File: src/hw/rtl/fxalu_pkg.sv
// fxalu_pkg: shared types and opcodes for the q24.8 fixed-point alu
// no dependencies
package fxalu_pkg;

    typedef enum logic [3:0] {
        OP_ADD  = 4'd0,
        OP_SUB  = 4'd1,
        OP_MUL  = 4'd2,
        OP_DIV  = 4'd3,
        OP_MIN  = 4'd4,
        OP_MAX  = 4'd5,
        OP_INC  = 4'd6,
        OP_DEC  = 4'd7,
        OP_ITOF = 4'd8,
        OP_FTOI = 4'd9
    } op_t;

    typedef struct packed {
        logic [3:0]         op;
        logic signed [31:0] operand_a;
        logic signed [31:0] operand_b;
    } in_beat_t;

    typedef struct packed {
        logic signed [31:0] value;
        logic               a_less;
        logic               a_equal;
        logic               a_greater;
        logic               div_by_zero;
    } out_beat_t;

    // classified item passed from front to back
    typedef struct packed {
        logic [3:0]         op;
        logic signed [31:0] a;
        logic signed [31:0] b;
        logic               lt;
        logic               eq;
        logic               is_div;
        logic               dz;
    } cls_t;

endpackage

File: src/hw/rtl/fxalu_front.sv
// fxalu_front: accepts input beats, compares operands, registers the class
// depends on fxalu_pkg
module fxalu_front
(
    input  logic                 clk,
    input  logic                 rst_n,
    input  logic                 push,
    output logic                 full,
    input  fxalu_pkg::in_beat_t  in_beat,
    output logic                 cls_valid,
    input  logic                 cls_ready,
    output fxalu_pkg::cls_t      cls
);

    logic            valid_reg;
    fxalu_pkg::cls_t data_reg;
    fxalu_pkg::cls_t data_next;

    assign full      = valid_reg && !cls_ready;
    assign cls_valid = valid_reg;
    assign cls       = data_reg;

    always_comb
    begin
        data_next.op     = in_beat.op;
        data_next.a      = in_beat.operand_a;
        data_next.b      = in_beat.operand_b;
        data_next.lt     = in_beat.operand_a < in_beat.operand_b;
        data_next.eq     = in_beat.operand_a == in_beat.operand_b;
        data_next.is_div = in_beat.op == fxalu_pkg::OP_DIV;
        data_next.dz     = in_beat.operand_b == 32'sd0;
    end

    always_ff @(posedge clk or negedge rst_n)
    begin
        if (!rst_n)
        begin
            valid_reg <= 1'b0;
        end
        else if (!full)
        begin
            valid_reg <= push;
        end
    end

    always_ff @(posedge clk)
    begin
        if (push && !full)
        begin
            data_reg <= data_next;
        end
    end

endmodule

File: config.mk
export PLATFORM = sky130hd
export DESIGN_NAME = fxalu_front
export DESIGN_NICKNAME = d
export VERILOG_FILES = /design/src/hw/rtl/fxalu_pkg.sv /design/src/hw/rtl/fxalu_front.sv
export SDC_FILE = /design/constraint.sdc
export NUM_CORES = 1
export LEC_CHECK = 0
export BUFFER_PORTS_ARGS = -buffer_cell sky130_fd_sc_hd__buf_2
export CAP_MARGIN = 20
export CORE_MARGIN = 2
export CORE_UTILIZATION = 50
export DETAILED_ROUTE_END_ITERATION = 6
export PLACE_DENSITY = 0.85
export SYNTH_ARGS = -nofsm -noshare
export SYNTH_HDL_FRONTEND = slang
export SYNTH_SLANG_ARGS = --single-unit
File: constraint.sdc
create_clock -name clk -period 3.95 [get_ports clk]
set_input_delay 0.395 -clock clk [delete_from_list [all_inputs] [get_ports clk]]
set_output_delay 0.395 -clock clk [all_outputs]
set_load 0.02 [all_outputs]
Yosys cells after proc, flatten, opt, wreduce, memory -nomap -nowiden:

Index checks and enable logic that the tools add are counted.

* order comparisons: 1
* equality and inequality tests: 2
* reduce and logical (&&, ||, !) cells: 5

Operators by type and width (number)
* == test 32 bit: 1
* zero test 32 bit: 1
* < comparator 32 bit: 1
* == test 4 x 2 -> 1 bit, second input constant: 1
* logical AND 1 bit: 2
* zero test 1 bit: 2

* register bits: 73

Logic depth before layout (Yosys ltp):

* word-level depth: 4
* depth in mapped cells: 7
* mapped depth without buffers: 7

Worst setup path after synthesis:

Ideal clock, no wire load.

* path type: reg-to-reg
* from: register valid_reg (netlist: cls_valid)
* to: register data_reg (netlist bit cls[0]), enable pin
* arrival: 2.274 ns
* buffers on the path: 0
* library setup time: 0.438 ns
* cell stages (with the launch flop): 3
* slack: 1.238 ns
* path through: dfrtp_1 -> nand2b_1 -> and2_1

* longest elaborated chain between the ends: 3

Ends and longest elaborated chain
* from (decl): line fxalu_front.sv:15 `logic valid_reg;`
* from (signal assigned): line fxalu_front.sv:42 `valid_reg <= push;`
* logical AND 1 bit: line fxalu_front.sv:19 `assign full = valid_reg && !cls_ready;`
* zero test 1 bit: line fxalu_front.sv:48 `if (push && !full)`
* logical AND 1 bit: line fxalu_front.sv:48
* to (signal assigned): line fxalu_front.sv:50 `data_reg <= data_next;`
* to (decl): line fxalu_front.sv:16 `fxalu_pkg::cls_t data_reg;`

Every way passes these cells.
A chain may end at the register's enable or synchronous reset.

==> results.md <==
| Item | Reported |
|---|---|
| Net count after synthesis | 307 |
| CTS tree | built |
| Depth of the worst register-to-register path | 2 |
| Floorplan die height | 82.8 um |
| Number of fill cells | 463 |
| Final Max Tran Viols | 0 |
| DR WL/cell | 15.8 um |
| First-pass GRT wire length | 11.1 mm |
| Startpoint of the lowest-slack hold path | in_beat[38] |
| Slowest-stage cell, CP | sky130_fd_sc_hd__a221oi_1 |
| Number of cells on the critical path | 8 |
| Die extent in x | 82.8 um |
| Leak pwr | 0.00188 uW |
| Number of antenna violations at the first check in global routing | 0 |
| Pin count of the biggest net entering global routing | 73 |
| Final clock skew | 0.00486 ns |
| Worst skew pair latency | 0.32 ns |
| Utilization of the core after routing | 68.7% |
| Yosys warnings | 0 |
| Worst-path clk slew | 0.07 ns |
| Fin Hold WS | 0.262 ns |
| Kind of end point of the critical path | flip-flop |
| Number of hold violations in the final report | 0 |
| Post-synthesis instance area | 0.00311 mm^2 |
| FF+latch count, synth | 73 |
| Final setup violating endpoints | 0 |
| Sequential element share of the synthesized area | 70.4% |
| Number of cells on the worst hold path | 1 |
| Number of cells upsized or downsized after cts | 0 |
| Max-Cap Viols | 0 |
| Worst-path fanout max | 3 |
| Aggregate global-route resource usage | 20.6% |
| Commonest cells in the netlist | 72 x sky130_fd_sc_hd__edfxtp_1, 33 x sky130_fd_sc_hd__inv_1, 32 x sky130_fd_sc_hd__ha_1 |
| Reg-to-reg startpoint | cls_valid$_DFFE_PN0N_ |
| Largest stage delay on the critical path | 0.41 ns |
| Total of buffers placed on input and output ports | 145 |
| Data required time of the critical path | 4.12 ns |
| Buffer levels on the longest clock path | 2 |
| Cell variety after synth | 28 |
| RSZ-0062 raised after global routing | no |
| Ordered list of cells on the worst path | buf_2, inv_1, ha_1, a21oi_1, o21ai_0, a221oi_1, o2111ai_1, o22ai_2 |
| CP arrival | 1.93 ns |
| Root buffer cell | sky130_fd_sc_hd__clkbuf_8 |
| Clk pwr share | 28.9% |
| Cts hold-fix bufs | 1 |
| Measured slew at the worst slew-check pin | 0.936 ns |
| Setup crit start kind | primary input |
| Share of Yosys cell area claimed by the top area cell type | 69.6% |
| Startpoint-to-endpoint class of the critical path | primary input to flip-flop |
| Switch share | 25.5% |
| Worst Setup Slack post-DPL | 1.84 ns |
| Total number of H-tree levels | 3 |
| Most frequent cell after synthesis | sky130_fd_sc_hd__edfxtp_1 |
| Prevailing post-synth register cell | sky130_fd_sc_hd__edfxtp_1 |
| Area grow syn2layout | 31.7% |
| Cell taking the most area after synthesis | sky130_fd_sc_hd__edfxtp_1 |
| Number of cell rows | 28 |
| Ratio of cells with drive above 1 in the final layout | 44.8% |
| CTS buffer count | 9 |
| Via count of the first global-routing pass | 2250 |
| Switching component of the power | 416 uW |
| Final Critical Period | 1.76 ns |
| Number of sinks handled by clock tree synthesis | 73 |
| Peak clock frequency supported by timing | 568 MHz |
| Hold Crit Class | primary input to flip-flop |
| Area of the core | 0.00596 mm^2 |
| Setup slack of the critical path after layout | 2.19 ns |
| Final Cycle Share | 44.5% |
| Placer Congestion | 0.791 |
| Cell area power density | 398 mW/mm^2 |
| Area enclosed by the die boundary | 0.00686 mm^2 |
| Iter 0 DRT Violations | 114 |
| Peak supply drop | 0.271 mV |
| Detailed Routing Iterations Pass 1 | 4 |
| Final net count | 464 |
| Total internal power | 1210 uW |
| Relative contribution of sequential cells to total power | 56.1% |
| Antenna diode count | 0 |
| Cell types with the largest area share after synthesis | sky130_fd_sc_hd__edfxtp_1 70%, sky130_fd_sc_hd__ha_1 13%, sky130_fd_sc_hd__inv_1 4.0%, sky130_fd_sc_hd__nor4_1 1.8%, sky130_fd_sc_hd__a21oi_1 1.8% |
| Number of enable-type register cells in the synthesized netlist | 72 |
| Estimated wirelength of the detail-placed design | 5.47 mm |
| Via count | 2202 |
| Number of vias per cell | 5.02 |
| Buffers plus inverters on the worst setup path | 2 |
| Post-DRT Antenna Nets | 0 |
| Reg2Reg Capture Point | cls[30]$_DFFE_PP_ |
| Effective utilization at floorplan | 52.1% |
| Largest delay share family, worst path | compound AO/OA/AOI/OAI gates |
| Hold Path Sink | cls[42]$_DFFE_PP_ |
| Wire length reported by the detailed router | 6.95 mm |
| Post-Synthesis Mean Instance Area | 15.3 um^2 |
| IO Pins | 146 |
| Drc violations | 0 |
| Total negative setup slack | 0 ns |
| Post-CTS repair timing setup buffer count | 0 |
| Async SR Flop Fraction | 1.37% |
| Register-to-register path setup slack | 2.23 ns |
| Mapped Cells | 203 |
| Relative max-transition margin | 37.6% |
| Grt total ovfl | 0 |
| Outcome | finished clean |
| Logic pwr share | 15.0% |
flip-flops by register name (all words and copies together), names as in the netlist:
name,flops
cls,72
cls_valid,1
logic make-up (layout without fill, tap and decap cells):
| family | Yosys count | after routing | synth area share (%) |
|---|---|---|---|
| and+or+nand+nor | 40 | 40 | 7.25 |
| adders and majority gates | 32 | 32 | 12.9 |
| AOI/OAI and AO/OA | 25 | 25 | 5.44 |
| DFF | 73 | 73 | 70.4 |
| buffers and inverters | 33 | 194 | 3.99 |
layout by cell type, fill, tap and decap left out, types with 2 or more instances in the layout:
cell type and count:
sky130_fd_sc_hd__buf_2 145, sky130_fd_sc_hd__edfxtp_1 72, sky130_fd_sc_hd__inv_1 33, sky130_fd_sc_hd__ha_1 32, sky130_fd_sc_hd__a21oi_1 11, sky130_fd_sc_hd__nor4_1 9, sky130_fd_sc_hd__clkbuf_8 9, sky130_fd_sc_hd__nand2_1 8
sky130_fd_sc_hd__nand4_1 8, sky130_fd_sc_hd__nor2_1 5, sky130_fd_sc_hd__nand2b_1 2, sky130_fd_sc_hd__nor3_1 2, sky130_fd_sc_hd__o21ai_0 2, sky130_fd_sc_hd__a21o_1 2, sky130_fd_sc_hd__nand3_1 2, sky130_fd_sc_hd__clkinv_2 2
sky130_fd_sc_hd__clkbuf_1 2
worst max path at each step:
stage                                startpoint          endpoint
after floorplan           cls_valid$_DFFE_PN0N_  cls[0]$_DFFE_PP_
after global placement              in_beat[14]  cls[3]$_DFFE_PP_
after detailed placement            in_beat[14]  cls[3]$_DFFE_PP_
after CTS                           in_beat[14]  cls[3]$_DFFE_PP_
after global routing                in_beat[14]  cls[3]$_DFFE_PP_
final                               in_beat[19]  cls[3]$_DFFE_PP_
area by class of cell:
| cell class | count | area [um^2] | share of cell area (%) |
|---|---|---|---|
| clock buffer | 11 | 131 | 3.21 |
| sequential | 73 | 2190 | 53.5 |
| inverter | 33 | 124 | 3.03 |
| clock inverter | 4 | 21.3 | 0.520 |
| tap | 75 | 93.8 | 2.29 |
| multi-input combinational | 97 | 797 | 19.5 |
| timing repair buffer | 146 | 736 | 18.0 |
power by group through the flow:
stage / Clock [uW] / Sequential [uW] / Combinational [uW]
final: 471 / 912 / 244
after global routing: 516 / 916 / 267
after CTS: 482 / 913 / 245
after detailed placement: 0 / 929 / 244
after global placement: 0 / 927 / 236
after floorplan: 0 / 987 / 77.2
through the flow:
step	area, um^2	std cells	power, uW
floorplan	3110	203	1060
global placement	3930	423	1160
detailed placement	3930	423	1170
CTS	4090	439	1640
global route	4090	439	1700
finish	4090	439	1630
routing by layer:
layer / global-route usage (%) / wire (um) / up-vias
li1: - / - / 1078
met1: 24.7 / 2750 / 1036
met2: 36.8 / 3730 / 84
met3: 4.08 / 415 / 4
met4: 7.15 / 57 / 0
met5: 0 / 0 / -
(Power assumes the default switching activity.)
